[src/rtl/core/dps_pkg.sv]
// ----------------------------------------------------------------------------
// dps_pkg: shared types and constants of the descale phase sequencer
// Phase codes, register indexes, configuration and result records.
// ----------------------------------------------------------------------------
package dps_pkg;

    // Width of the phase timer
    localparam int TIMER_BITS = 21;
    localparam logic [TIMER_BITS-1:0] TIMER_MAX = {TIMER_BITS{1'b1}};
    // Compare width that holds both the timer and the widest period register
    localparam int PERIOD_W = 20;
    localparam int CMP_W = (TIMER_BITS > PERIOD_W) ? TIMER_BITS : PERIOD_W;

    localparam int CYCLE_W = 7;
    localparam int BEAT_W  = 11;
    localparam int STEP_W  = 3;
    localparam int POPUP_W = 16;
    localparam int CFG_IDX_W  = 3;
    localparam int CFG_DATA_W = 20;

    localparam logic [7:0]         SOAK_LEVEL  = 8'd10;
    localparam logic [7:0]         PULSE_LEVEL = 8'd30;
    localparam logic [STEP_W-1:0]  BEAT_STEPS  = 3'd5;
    localparam logic [CYCLE_W-1:0] CYCLE_SAT   = 7'd127;
    localparam logic [BEAT_W-1:0]  BEAT_SAT    = 11'd2047;

    localparam logic [PERIOD_W-1:0] SOAK_RESET  = 20'd10000;
    localparam logic [PERIOD_W-1:0] REST_RESET  = 20'd120000;
    localparam logic [PERIOD_W-1:0] PULSE_RESET = 20'd4000;
    localparam logic [CYCLE_W-1:0]  LIMIT_RESET = 7'd100;
    localparam logic [BEAT_W-1:0]   CLOSED_RESET = 11'd1000;
    localparam logic [BEAT_W-1:0]   OPEN_RESET   = 11'd200;
    localparam logic [POPUP_W-1:0]  POPUP_RESET  = 16'd1000;

    typedef enum logic [2:0] {
        PH_IDLE  = 3'd0,
        PH_SOAK  = 3'd1,
        PH_REST  = 3'd2,
        PH_PULSE = 3'd3,
        PH_BEAT  = 3'd4,
        PH_FIN   = 3'd5
    } phase_t;

    typedef enum logic [1:0] {
        PUMP_OFF  = 2'd0,
        PUMP_RAW  = 2'd1,
        PUMP_FULL = 2'd2
    } pump_mode_t;

    typedef enum logic [CFG_IDX_W-1:0] {
        REG_SOAK   = 3'd0,
        REG_REST   = 3'd1,
        REG_PULSE  = 3'd2,
        REG_LIMIT  = 3'd3,
        REG_CLOSED = 3'd4,
        REG_OPEN   = 3'd5,
        REG_POPUP  = 3'd6
    } cfg_reg_t;

    typedef struct packed {
        logic [PERIOD_W-1:0] soak_period_ms;
        logic [PERIOD_W-1:0] rest_period_ms;
        logic [PERIOD_W-1:0] pulse_period_ms;
        logic [CYCLE_W-1:0]  cycle_limit;
        logic [BEAT_W-1:0]   beat_closed_ms;
        logic [BEAT_W-1:0]   beat_open_ms;
        logic [POPUP_W-1:0]  popup_period_ms;
    } cfg_t;

    // Declared from the highest bit down: pump_mode lands in bits 1:0
    typedef struct packed {
        logic [2:0]         phase_now;
        logic               popup_pulse;
        logic [CYCLE_W-1:0] cycle_shown;
        logic               cycle_update;
        logic               start_pulse;
        logic               steam_relay_on;
        logic               valve_open;
        logic [7:0]         pump_level;
        logic [1:0]         pump_mode;
    } result_t;

    localparam int RESULT_W = $bits(result_t);
    localparam int TDATA_W  = ((RESULT_W + 7) / 8) * 8;

endpackage

[src/rtl/core/dps_cfg.sv]
// ----------------------------------------------------------------------------
// dps_cfg: configuration register file
// Seven timing and limit registers written through a valid/ready channel.
// ----------------------------------------------------------------------------
module dps_cfg (
    input  logic                             clk,
    input  logic                             rst_n,
    input  logic                             cfg_valid,
    output logic                             cfg_ready,
    input  logic [dps_pkg::CFG_IDX_W-1:0]    cfg_index,
    input  logic [dps_pkg::CFG_DATA_W-1:0]   cfg_data,
    output dps_pkg::cfg_t                    cfg
);
    import dps_pkg::*;

    cfg_t cfg_reg;

    assign cfg_ready = 1'b1;
    assign cfg       = cfg_reg;

    always_ff @(posedge clk or negedge rst_n)
    begin
        if (!rst_n)
        begin
            cfg_reg.soak_period_ms  <= SOAK_RESET;
            cfg_reg.rest_period_ms  <= REST_RESET;
            cfg_reg.pulse_period_ms <= PULSE_RESET;
            cfg_reg.cycle_limit     <= LIMIT_RESET;
            cfg_reg.beat_closed_ms  <= CLOSED_RESET;
            cfg_reg.beat_open_ms    <= OPEN_RESET;
            cfg_reg.popup_period_ms <= POPUP_RESET;
        end
        else if (cfg_valid)
        begin
            case (cfg_index)
                REG_SOAK:   cfg_reg.soak_period_ms  <= cfg_data;
                REG_REST:   cfg_reg.rest_period_ms  <= cfg_data;
                REG_PULSE:  cfg_reg.pulse_period_ms <= cfg_data;
                REG_LIMIT:  cfg_reg.cycle_limit     <= cfg_data[CYCLE_W-1:0];
                REG_CLOSED: cfg_reg.beat_closed_ms  <= cfg_data[BEAT_W-1:0];
                REG_OPEN:   cfg_reg.beat_open_ms    <= cfg_data[BEAT_W-1:0];
                REG_POPUP:  cfg_reg.popup_period_ms <= cfg_data[POPUP_W-1:0];
                default:    ;
            endcase
        end
    end

endmodule

[src/rtl/core/dps_in_stage.sv]
// ----------------------------------------------------------------------------
// dps_in_stage: input register
// Captures one tick transfer and holds it until the core consumes it.
// ----------------------------------------------------------------------------
module dps_in_stage (
    input  logic clk,
    input  logic rst_n,
    input  logic s_tvalid,
    output logic s_tready,
    input  logic brew_switch,
    input  logic advance,
    output logic in_valid,
    output logic in_switch
);
    logic valid_reg;
    logic switch_reg;

    // Free slot, or the held tick moves on in this cycle
    assign s_tready  = !valid_reg || advance;
    assign in_valid  = valid_reg;
    assign in_switch = switch_reg;

    always_ff @(posedge clk or negedge rst_n)
    begin
        if (!rst_n)
        begin
            valid_reg <= 1'b0;
        end
        else if (s_tready)
        begin
            valid_reg <= s_tvalid;
        end
    end

    always_ff @(posedge clk)
    begin
        if (s_tready && s_tvalid)
        begin
            switch_reg <= brew_switch;
        end
    end

endmodule

[src/rtl/core/dps_core.sv]
// ----------------------------------------------------------------------------
// dps_core: phase state machine and actuator state
// Advances the sequencer by one tick whenever step_en is high.
// ----------------------------------------------------------------------------
module dps_core (
    input  logic              clk,
    input  logic              rst_n,
    input  logic              step_en,
    input  logic              brew_switch,
    input  dps_pkg::cfg_t     cfg,
    output dps_pkg::result_t  result
);
    import dps_pkg::*;

    phase_t                phase_reg, phase_next;
    logic [TIMER_BITS-1:0] elapsed_reg, elapsed_next;
    logic [CYCLE_W-1:0]    count_reg, count_next;
    logic [STEP_W-1:0]     step_reg, step_next;
    logic [BEAT_W-1:0]     beat_el_reg, beat_el_next;
    logic [1:0]            mode_reg, mode_next;
    logic [7:0]            level_reg, level_next;
    logic                  valve_reg, valve_next;
    logic                  relay_reg, relay_next;

    logic [TIMER_BITS-1:0] elapsed_inc;
    logic [CMP_W-1:0]      elapsed_cmp;
    logic                  soak_done, rest_done, pulse_done, popup_done;
    logic [CYCLE_W-1:0]    count_inc;
    logic                  under_limit;
    logic [BEAT_W-1:0]     beat_el_inc;
    logic [BEAT_W-1:0]     beat_dur;
    logic                  beat_step_done;
    logic [STEP_W-1:0]     step_inc;
    logic                  beat_over;
    logic                  held;

    assign held = brew_switch;

    // Phase timer saturates and stands still in idle
    assign elapsed_inc = (phase_reg != PH_IDLE && elapsed_reg != TIMER_MAX)
                         ? elapsed_reg + 1'b1 : elapsed_reg;
    assign elapsed_cmp = CMP_W'(elapsed_inc);
    assign soak_done   = elapsed_cmp > CMP_W'(cfg.soak_period_ms);
    assign rest_done   = elapsed_cmp > CMP_W'(cfg.rest_period_ms);
    assign pulse_done  = elapsed_cmp > CMP_W'(cfg.pulse_period_ms);
    assign popup_done  = elapsed_cmp > CMP_W'(cfg.popup_period_ms);

    assign count_inc   = (count_reg < CYCLE_SAT) ? count_reg + 1'b1 : count_reg;
    assign under_limit = count_inc < cfg.cycle_limit;

    assign beat_el_inc    = (beat_el_reg < BEAT_SAT) ? beat_el_reg + 1'b1 : beat_el_reg;
    assign beat_dur       = step_reg[0] ? cfg.beat_open_ms : cfg.beat_closed_ms;
    assign beat_step_done = beat_el_inc >= beat_dur;
    assign step_inc       = step_reg + 1'b1;
    assign beat_over      = step_inc >= BEAT_STEPS;

    // Next phase
    always_comb
    begin
        phase_next = phase_reg;
        case (phase_reg)
            PH_IDLE:
            begin
                if (held)
                    phase_next = PH_SOAK;
            end
            PH_SOAK:
            begin
                if (soak_done)
                    phase_next = under_limit ? PH_REST : PH_FIN;
                else if (!held)
                    phase_next = PH_FIN;
            end
            PH_REST:
            begin
                if (rest_done)
                    phase_next = PH_PULSE;
                else if (!held)
                    phase_next = PH_FIN;
            end
            PH_PULSE:
            begin
                if (pulse_done)
                    phase_next = PH_BEAT;
                else if (!held)
                    phase_next = PH_FIN;
            end
            PH_BEAT:
            begin
                // switch ignored during the valve beat
                if (beat_step_done && beat_over)
                    phase_next = under_limit ? PH_SOAK : PH_FIN;
            end
            default:
            begin
                phase_next = held ? PH_FIN : PH_IDLE;
            end
        endcase
    end

    // Counters, actuators and per-tick pulses
    always_comb
    begin
        elapsed_next = elapsed_inc;
        count_next   = count_reg;
        step_next    = step_reg;
        beat_el_next = beat_el_reg;
        mode_next    = mode_reg;
        level_next   = level_reg;
        valve_next   = valve_reg;
        relay_next   = relay_reg;
        result       = '0;
        case (phase_reg)
            PH_IDLE:
            begin
                if (held)
                begin
                    result.start_pulse = 1'b1;
                    valve_next   = 1'b1;
                    relay_next   = 1'b1;
                    count_next   = '0;
                    elapsed_next = '0;
                end
            end
            PH_SOAK:
            begin
                mode_next  = PUMP_RAW;
                level_next = SOAK_LEVEL;
                if (soak_done)
                begin
                    result.cycle_update = 1'b1;
                    result.cycle_shown  = count_reg;
                    count_next = count_inc;
                    if (under_limit)
                        elapsed_next = '0;
                end
            end
            PH_REST:
            begin
                mode_next = PUMP_OFF;
                if (rest_done)
                begin
                    result.cycle_update = 1'b1;
                    result.cycle_shown  = count_reg;
                    count_next   = count_inc;
                    elapsed_next = '0;
                end
            end
            PH_PULSE:
            begin
                mode_next  = PUMP_RAW;
                level_next = PULSE_LEVEL;
                if (pulse_done)
                begin
                    mode_next    = PUMP_FULL;
                    valve_next   = 1'b0;
                    step_next    = '0;
                    beat_el_next = '0;
                end
            end
            PH_BEAT:
            begin
                beat_el_next = beat_el_inc;
                if (beat_step_done)
                begin
                    beat_el_next = '0;
                    if (beat_over)
                    begin
                        step_next  = '0;
                        valve_next = 1'b1;
                        mode_next  = PUMP_OFF;
                        result.cycle_update = 1'b1;
                        result.cycle_shown  = count_reg;
                        count_next = count_inc;
                        if (under_limit)
                            elapsed_next = '0;
                    end
                    else
                    begin
                        step_next  = step_inc;
                        valve_next = step_inc[0];
                    end
                end
            end
            default:
            begin
                mode_next  = PUMP_OFF;
                valve_next = 1'b0;
                relay_next = 1'b0;
                if (popup_done)
                begin
                    result.popup_pulse = 1'b1;
                    elapsed_next = '0;
                end
            end
        endcase
        result.pump_mode      = mode_next;
        result.pump_level     = level_next;
        result.valve_open     = valve_next;
        result.steam_relay_on = relay_next;
        result.phase_now      = phase_next;
    end

    always_ff @(posedge clk or negedge rst_n)
    begin
        if (!rst_n)
        begin
            phase_reg   <= PH_IDLE;
            elapsed_reg <= '0;
            count_reg   <= '0;
            step_reg    <= '0;
            beat_el_reg <= '0;
            mode_reg    <= PUMP_OFF;
            level_reg   <= '0;
            valve_reg   <= 1'b0;
            relay_reg   <= 1'b0;
        end
        else if (step_en)
        begin
            phase_reg   <= phase_next;
            elapsed_reg <= elapsed_next;
            count_reg   <= count_next;
            step_reg    <= step_next;
            beat_el_reg <= beat_el_next;
            mode_reg    <= mode_next;
            level_reg   <= level_next;
            valve_reg   <= valve_next;
            relay_reg   <= relay_next;
        end
    end

endmodule

[src/rtl/core/dps_out_stage.sv]
// ----------------------------------------------------------------------------
// dps_out_stage: result register
// Holds one result transfer until the receiver takes it.
// ----------------------------------------------------------------------------
module dps_out_stage (
    input  logic                                clk,
    input  logic                                rst_n,
    input  logic                                advance,
    input  dps_pkg::result_t                    result,
    output logic                                m_tvalid,
    input  logic                                m_tready,
    // m_tdata, from bit 0: pump_mode[1:0], pump_level[9:2], valve_open[10],
    // steam_relay_on[11], start_pulse[12], cycle_update[13],
    // cycle_shown[20:14], popup_pulse[21], phase_now[24:22], zero fill
    output logic [dps_pkg::TDATA_W-1:0]         m_tdata
);
    import dps_pkg::*;

    logic    valid_reg;
    result_t result_reg;

    assign m_tvalid = valid_reg;
    assign m_tdata  = TDATA_W'(result_reg);

    always_ff @(posedge clk or negedge rst_n)
    begin
        if (!rst_n)
        begin
            valid_reg <= 1'b0;
        end
        else if (advance)
        begin
            valid_reg <= 1'b1;
        end
        else if (m_tready)
        begin
            valid_reg <= 1'b0;
        end
    end

    always_ff @(posedge clk)
    begin
        if (advance)
        begin
            result_reg <= result;
        end
    end

endmodule

[src/rtl/core/descale_phase_sequencer.sv]
// ----------------------------------------------------------------------------
// descale_phase_sequencer: descale phase sequencer top level
// One input transfer per millisecond tick carrying the brew switch; one
// result transfer per tick with pump, valve, relay, pulses and phase.
// ----------------------------------------------------------------------------
// Usage:
//   s_tvalid/s_tready/s_tdata: tick input, s_tdata[0] = brew_switch.
//   m_tvalid/m_tready/m_tdata: one result per tick, the state after it.
//   cfg_valid/cfg_ready/cfg_index/cfg_data: register writes, index 0..6 =
//     soak, rest, pulse periods, cycle limit, beat closed, beat open, popup
//     period; cfg_ready is always high. Write only while no tick is pending.
// Path: a tick accepted into the input register moves through the core into
//   the result register, which raises m_tvalid with its result, as soon as
//   that register is free or its result is being taken.
// Throughput: one tick per cycle while m_tready stays high; the core computes
//   each state update combinationally between the input and result registers.
// Reset: phase idle, timers and cycle count zero, pump off, valve closed,
//   relay off, registers at their default values, both channels empty.
// Stall: while m_tready is low the result register holds, the input register
//   takes one more tick, and then s_tready drops until the result is taken.
// ----------------------------------------------------------------------------
module descale_phase_sequencer (
    input  logic                             clk,
    input  logic                             rst_n,
    input  logic                             s_tvalid,
    output logic                             s_tready,
    // s_tdata, from bit 0: brew_switch[0], zero fill
    input  logic [7:0]                       s_tdata,
    output logic                             m_tvalid,
    input  logic                             m_tready,
    // m_tdata, from bit 0: pump_mode[1:0], pump_level[9:2], valve_open[10],
    // steam_relay_on[11], start_pulse[12], cycle_update[13],
    // cycle_shown[20:14], popup_pulse[21], phase_now[24:22], zero fill
    output logic [dps_pkg::TDATA_W-1:0]      m_tdata,
    input  logic                             cfg_valid,
    output logic                             cfg_ready,
    input  logic [dps_pkg::CFG_IDX_W-1:0]    cfg_index,
    input  logic [dps_pkg::CFG_DATA_W-1:0]   cfg_data
);
    import dps_pkg::*;

    cfg_t    cfg;
    result_t result;
    logic    in_valid;
    logic    in_switch;
    logic    advance;

    // Move the held tick into the result register when that slot frees up
    assign advance = in_valid && (!m_tvalid || m_tready);

    dps_cfg u_cfg (
        .clk       (clk),
        .rst_n     (rst_n),
        .cfg_valid (cfg_valid),
        .cfg_ready (cfg_ready),
        .cfg_index (cfg_index),
        .cfg_data  (cfg_data),
        .cfg       (cfg)
    );

    dps_in_stage u_in (
        .clk         (clk),
        .rst_n       (rst_n),
        .s_tvalid    (s_tvalid),
        .s_tready    (s_tready),
        .brew_switch (s_tdata[0]),
        .advance     (advance),
        .in_valid    (in_valid),
        .in_switch   (in_switch)
    );

    dps_core u_core (
        .clk         (clk),
        .rst_n       (rst_n),
        .step_en     (advance),
        .brew_switch (in_switch),
        .cfg         (cfg),
        .result      (result)
    );

    dps_out_stage u_out (
        .clk      (clk),
        .rst_n    (rst_n),
        .advance  (advance),
        .result   (result),
        .m_tvalid (m_tvalid),
        .m_tready (m_tready),
        .m_tdata  (m_tdata)
    );

endmodule
[config.mk]
export PLATFORM = sky130hd
export DESIGN_NAME = descale_phase_sequencer
export DESIGN_NICKNAME = d
export VERILOG_FILES = /design/src/rtl/core/dps_pkg.sv /design/src/rtl/core/dps_cfg.sv /design/src/rtl/core/dps_in_stage.sv /design/src/rtl/core/dps_core.sv /design/src/rtl/core/dps_out_stage.sv /design/src/rtl/core/descale_phase_sequencer.sv
export SDC_FILE = /design/constraint.sdc
export NUM_CORES = 1
export LEC_CHECK = 0
export ABC_AREA = 0
export BUFFER_PORTS_ARGS = -buffer_cell sky130_fd_sc_hd__buf_2
export CAP_MARGIN = 10
export CORE_MARGIN = 3
export CORE_UTILIZATION = 62
export CTS_BUF_LIST = sky130_fd_sc_hd__clkbuf_2
export DETAILED_ROUTE_END_ITERATION = 8
export PLACE_DENSITY = 0.81
export SETUP_SLACK_MARGIN = 0.05
export SKIP_LAST_GASP = 1
export SLEW_MARGIN = 20
export SYNTH_ARGS = -nofsm -noshare
export SYNTH_HDL_FRONTEND = slang
export SYNTH_HIERARCHICAL = 1
export SYNTH_SLANG_ARGS = --single-unit
[constraint.sdc]
create_clock -name clk -period 5.6 [get_ports clk]
set_clock_uncertainty 0.2 [all_clocks]
set_input_delay 0.28 -clock clk [delete_from_list [all_inputs] [get_ports clk]]
set_output_delay 0.28 -clock clk [all_outputs]
set_load 0.02 [all_outputs]
==> results of run 1 <==
==> per-layer routing <==
metal / share of wire / up-vias / GRT usage
li1: - / 4001 / -
met1: 0.43 / 4125 / 0.339
met2: 0.50 / 252 / 0.441
met3: 0.048 / 52 / 0.0381
met4: 0.025 / 0 / 0.0934
met5: 0 / - / 0
==> final timing paths <==
| path | to | cells after the start | slack [ps] |
|---|---|---|---|
| max | u_out/m_tdata[15] | 16 | 500 |
| min | u_cfg/cfg[84] | 3 | 70 |
| max reg2reg | u_out/m_tdata[15] | 16 | 500 |
| min reg2reg | u_core/level_reg[1] | 1 | 300 |
| max in group asynchronous | u_core/elapsed_reg[17] | 4 | 3660 |
| min in group asynchronous | u_cfg/cfg[43] | 3 | 540 |
==> synth_stat cells, types with 16 or more instances <==
master	number	share of area
dfrtp_1	128	0.28
inv_1	109	0.036
ha_1	98	0.11
nand2_1	70	0.023
mux2_2	63	0.062
nor2_1	44	0.014
a21oi_1	40	0.017
dfstp_2	36	0.083
nand3_1	36	0.016
mux2_1	35	0.034
edfxtp_1	26	0.068
nand4_1	24	0.013
xnor2_1	23	0.018
o21ai_0	22	0.0096
xor2_1	21	0.016
mux2_4	18	0.024
buf_4	17	0.011
nor2b_1	16	0.0087
o21ai_1	16	0.0070
==> cells by family (layout without fill, tap and decap cells) <==
logic type	Yosys count	after routing	synth area share
buffers and inverters	157	256	0.0607
adders and majority gates	98	98	0.107
AOI/OAI and AO/OA	170	170	0.100
xor gates and xnor gates	44	44	0.0337
and+or+nand+nor	289	289	0.136
muxes	128	128	0.131
other	2	9	0.000656
DFF	190	190	0.431
==> report_power, final <==
group          internal (W)  switching (W)  total (W)
clock network      0.000196       0.000544   0.000741
registers           0.00172       0.000184    0.00191
logic              0.000671       0.000929    0.00160
total               0.00259        0.00166    0.00425
==> final cells by class <==
class                      count  area (µm²)
multi-input combinational    737        5870
fill                        1324        5390
sequential                   190        4930
timing repair buffer         113         855
inverter                     111         417
tap                          229         287
clock inverter                15         185
clock buffer                  17        85.1
antenna                        1        2.50
==> through the flow <==
stage | instances | cell area (µm²) | worst slack [ps]
4_1_cts | 1411 | 12600 | 312
3_3_place_gp | 1339 | 11900 | 491
5_1_grt | 1413 | 12600 | 151
6_report | 1413 | 12600 | 497
3_5_place_dp | 1339 | 11900 | 399
2_1_floorplan | 1084 | 11500 | 860
==> tightest hold or removal path, stage by stage <==
cell and delay [ps]:
dlygate4sd3_1 510, buf_2 120, mux2_4 140
==> repair_timing <==
action | CTS | global route
hold buffers | 40 | 0
gates resized for setup | 0 | 2
setup endpoints to repair | 0 | 14
hold endpoints to repair | 223 | 0
buffers inserted | 0 | 0
==> flow_metrics.env, run 1 <==
export IMPL_power_leakage_nw=5.97
export IMPL_max_freq_ghz=0.196
export IMPL_dieArea_um2=20100
export IMPL_grt_pass1_wl_um=41500
export IMPL_dr_pass1_iters=5
export IMPL_routed_wl_um=25500
export IMPL_vias=8430
export IMPL_grt_max_degree=73
export IMPL_drive_gt1_frac=0.211
export IMPL_numPortBuffers=55
export IMPL_core_area_um2=18000
export IMPL_final_antenna_net_count=0
export IMPL_startpoint="u_core/elapsed_reg[0]"
export IMPL_r2r_start="u_core/elapsed_reg[0]"
export IMPL_min_delay_path_class="input port to register"
export IMPL_ys_flop_type="dfrtp_1"
export IMPL_rsz0062_at_grt="false"
export IMPL_path_buf_inv=0
export IMPL_grt_antenna_before_repair=1
export IMPL_crit_chain="ha_1 -> nand3_2 -> nor3b_1 -> a31oi_1 -> nand2b_1 -> nor3_2 -> nand3_1 -> xnor2_1 -> ha_1 -> nand4_1 -> or4b_1 -> o221a_2 -> a21oi_1 -> nor3_1 -> nor2_1 -> nor2b_1"
export IMPL_min_period_ps=5100
export IMPL_clock_latency_ps=800
export IMPL_via_per_inst=5.97
export IMPL_cts_tree="yes"
export IMPL_die_x_um=142
export IMPL_dieHeight_um=142
export IMPL_htreeDepth=4
export IMPL_ys_async_sr_fraction=0.863
export IMPL_worstPathMaxFanout=8
export IMPL_syn_area_um2=11400
export IMPL_holdWs_ps=68.2
export IMPL_std_cell_rows=49
export IMPL_cp_common_cell="ha_1"
export IMPL_peakVddDrop_v=0.000224
export IMPL_clkTransAtPathRegs_ps=290
export IMPL_synth_edf_count=26
export IMPL_yosysSeqAreaShare=0.431
export IMPL_finalHoldViolations=0
export IMPL_largest_reg_flops=105
export IMPL_drt_iter0_drc=653
export IMPL_max_stage_delay_ps=630
export IMPL_grt_pass1_vias=8328
export IMPL_tns_ps=0
export IMPL_hold_start="cfg_data[19]"
export IMPL_overflow=0
export IMPL_clk_path_buf_depth=2
export IMPL_critical_path_required_ps=5960
export IMPL_layout_common_cells="dfrtp_1 (128), inv_1 (109), ha_1 (98), nand2_1 (70), mux2_2 (63)"
export IMPL_ys_warn_count=6
export IMPL_status="complete, no violations"
export IMPL_start_util=0.635
export IMPL_syn_instance_count=1078
export IMPL_cts_root_buf="clkbuf_2"
export IMPL_worstSetupEndpointType="register"
export IMPL_wire_per_inst_um=18.0
export IMPL_ys_types=83
export IMPL_drc=0
export IMPL_maxCapViolations=0
export IMPL_place_hpwl_um=17700
export IMPL_fin_nets=1304
export IMPL_ys_ff_latch=190
export IMPL_maxSlewHeadroom=0.393
export IMPL_tritoncts_num_buffers=17
export IMPL_clkSinkCount=190
export IMPL_gp_congestion=0.896
export IMPL_avgSynthCellArea_um2=10.6
export IMPL_ios=71
export IMPL_worst_pin_slew_ps=910
export IMPL_syn2layout_area_growth_pct=10.4
export IMPL_critPathTopFamily="simple AND/OR/NAND/NOR gates"
export IMPL_slowest_stage="or4b_1"
export IMPL_utilization=0.701
export IMPL_grtUsageTotal=0.259
export IMPL_fin_crit_sh=0.911
export IMPL_layout_commonest_cell="dfrtp_1"
export IMPL_total_power_w=0.00425
export IMPL_drv_slew=0
export IMPL_arrival_ps=5460
export IMPL_critPathKind="register to register"
export IMPL_startpoint_type="register"
export IMPL_powerDensity_nw_per_um2=336
export IMPL_setup_viol=0
(Power assumes the default switching activity.)
==> inputs of run 2 (changes only) <==
Settings changed: CORE_ASPECT_RATIO set to 1.5.
==> run 2 against run 1 <==
Sequential cell count unchanged; via count decreased by 0.60%; non-clock buffer count unchanged; global-route usage increased by 0.48 points; critical path depth decreased by 2; clock power decreased by 5.9%; sequential share of layout area increased by 0.19 points.
==> flow_metrics.env, run 2 (same netlist as run 1, synthesis figures left out) <==
export IMPL_fin_nets=1304
export IMPL_status="complete, no violations"
export IMPL_drive_gt1_frac=0.215
export IMPL_dr_pass1_iters=5
export IMPL_critPathKind="register to register"
export IMPL_vias=8379
export IMPL_powerDensity_nw_per_um2=334
export IMPL_grt_pass1_vias=8296
export IMPL_maxCapViolations=0
export IMPL_ios=71
export IMPL_maxSlewHeadroom=0.417
export IMPL_grt_pass1_wl_um=41300
export IMPL_die_x_um=117
export IMPL_core_area_um2=18000
export IMPL_critical_path_required_ps=6000
export IMPL_routed_wl_um=25300
export IMPL_via_per_inst=5.98
export IMPL_gp_congestion=0.946
export IMPL_grt_max_degree=69
export IMPL_drv_slew=0
export IMPL_fin_crit_sh=0.946
export IMPL_fill_cells=1344
export IMPL_start_util=0.635
export IMPL_largest_reg_flops=105
export IMPL_drt_iter0_drc=597
export IMPL_clkSinkCount=190
export IMPL_max_freq_ghz=0.189
export IMPL_max_stage_delay_ps=600
export IMPL_drc=0
export IMPL_holdWs_ps=62.7
export IMPL_startpoint_type="register"
export IMPL_layout_commonest_cell="dfrtp_1"
export IMPL_numPortBuffers=55
export IMPL_slowest_stage="or4b_1"
export IMPL_clock_latency_ps=810
export IMPL_worst_pin_slew_ps=875
export IMPL_clkTransAtPathRegs_ps=310
export IMPL_tritoncts_num_buffers=17
export IMPL_min_delay_path_class="input port to register"
export IMPL_grtUsageTotal=0.264
export IMPL_hold_start="cfg_index[1]"
export IMPL_crit_chain="and4_1 -> nor3b_1 -> a31oi_1 -> nand2b_1 -> nor3_1 -> nand3_1 -> xnor2_1 -> ha_1 -> nand4_1 -> or4b_1 -> o221a_2 -> a21oi_1 -> nor4_1 -> or4_1"
export IMPL_wire_per_inst_um=18.1
export IMPL_setup_viol=0
export IMPL_worstPathMaxFanout=8
export IMPL_clk_path_buf_depth=2
export IMPL_overflow=0
export IMPL_cts_root_buf="clkbuf_2"
export IMPL_total_power_w=0.00419
export IMPL_min_period_ps=5300
export IMPL_syn2layout_area_growth_pct=9.86
export IMPL_r2r_start="u_core/elapsed_reg[16]"
export IMPL_final_antenna_net_count=0
export IMPL_std_cell_rows=60
export IMPL_layout_common_cells="dfrtp_1 (128), inv_1 (109), ha_1 (98), nand2_1 (70), mux2_2 (63)"
export IMPL_grt_antenna_before_repair=1
export IMPL_dieArea_um2=20200
export IMPL_htreeDepth=4
export IMPL_cts_tree="yes"
export IMPL_finalHoldViolations=0
export IMPL_startpoint="u_core/elapsed_reg[16]"
export IMPL_power_leakage_nw=5.96
export IMPL_dieHeight_um=172
export IMPL_peakVddDrop_v=0.000178
export IMPL_arrival_ps=5700
export IMPL_rsz0062_at_grt="false"
export IMPL_worstSetupEndpointType="register"
export IMPL_tns_ps=0
export IMPL_place_hpwl_um=18000
[run 2: final timing paths]
| path | end | slack [ps] | cells after the start |
|---|---|---|---|
| max | u_out/m_tdata[24] | 300 | 14 |
| min | u_cfg/cfg[39] | 60 | 3 |
| max reg2reg | u_out/m_tdata[24] | 300 | 14 |
| min reg2reg | u_core/level_reg[3] | 300 | 1 |
| max in group asynchronous | u_cfg/cfg[46] | 3750 | 4 |
| min in group asynchronous | u_cfg/cfg[30] | 520 | 3 |
[run 2: layout make-up]
class / count / area [µm²] / share of cell area
multi-input combinational: 737 / 5880 / 0.468
clock buffer: 17 / 85.1 / 0.00677
tap: 217 / 272 / 0.0216
timing repair buffer: 113 / 827 / 0.0658
clock inverter: 15 / 161 / 0.0128
sequential: 190 / 4930 / 0.392
inverter: 111 / 417 / 0.0331
antenna: 1 / 2.50 / 0.000199
[run 2: per-stage QoR]
stage / util / worst slack [ps] / instances / cell area (µm²)
6_report: 0.698 / 304 / 1401 / 12600
5_1_grt: 0.698 / 93.6 / 1401 / 12600
4_1_cts: 0.697 / 233 / 1400 / 12600
3_5_place_dp: 0.661 / 323 / 1331 / 11900
3_3_place_gp: 0.661 / 447 / 1331 / 11900
2_1_floorplan: - / 860 / 1084 / 11500
[run 2: repair_timing]
| action | 4_1_cts | 5_1_grt |
|---|---|---|
| hold endpoints to repair | 224 | 0 |
| endpoints found under the setup margin | 0 | 33 |
| hold buffers | 37 | 0 |
| buffers inserted | 0 | 0 |
| resized for setup | 0 | 3 |
[run 2: power by group]
part	total, W	internal, W	switching, W
Combinational	0.00159	0.000674	0.000912
Sequential	0.00191	0.00172	0.000185
Clock	0.000697	0.000154	0.000544
Total	0.00419	0.00255	0.00164
[run 2: layer usage]
layer,part of all wire,global-route usage,up-vias,wire length (µm)
met5,0,0,-,0
met4,0.042,0.125,0,1070
li1,-,-,4015,-
met3,0.038,0.0378,80,966
met2,0.53,0.473,238,13400
met1,0.39,0.305,4046,9880
[run 2: critical path: cells and delay by family, from the launching register on]
| family | cells | cell delay (ps) |
|---|---|---|
| adders and majority gates | 1 | 240 |
| and+or+nand+nor | 9 | 2720 |
| AOI/OAI and AO/OA | 3 | 960 |
| xor gates and xnor gates | 1 | 450 |
| DFF | 1 | 540 |
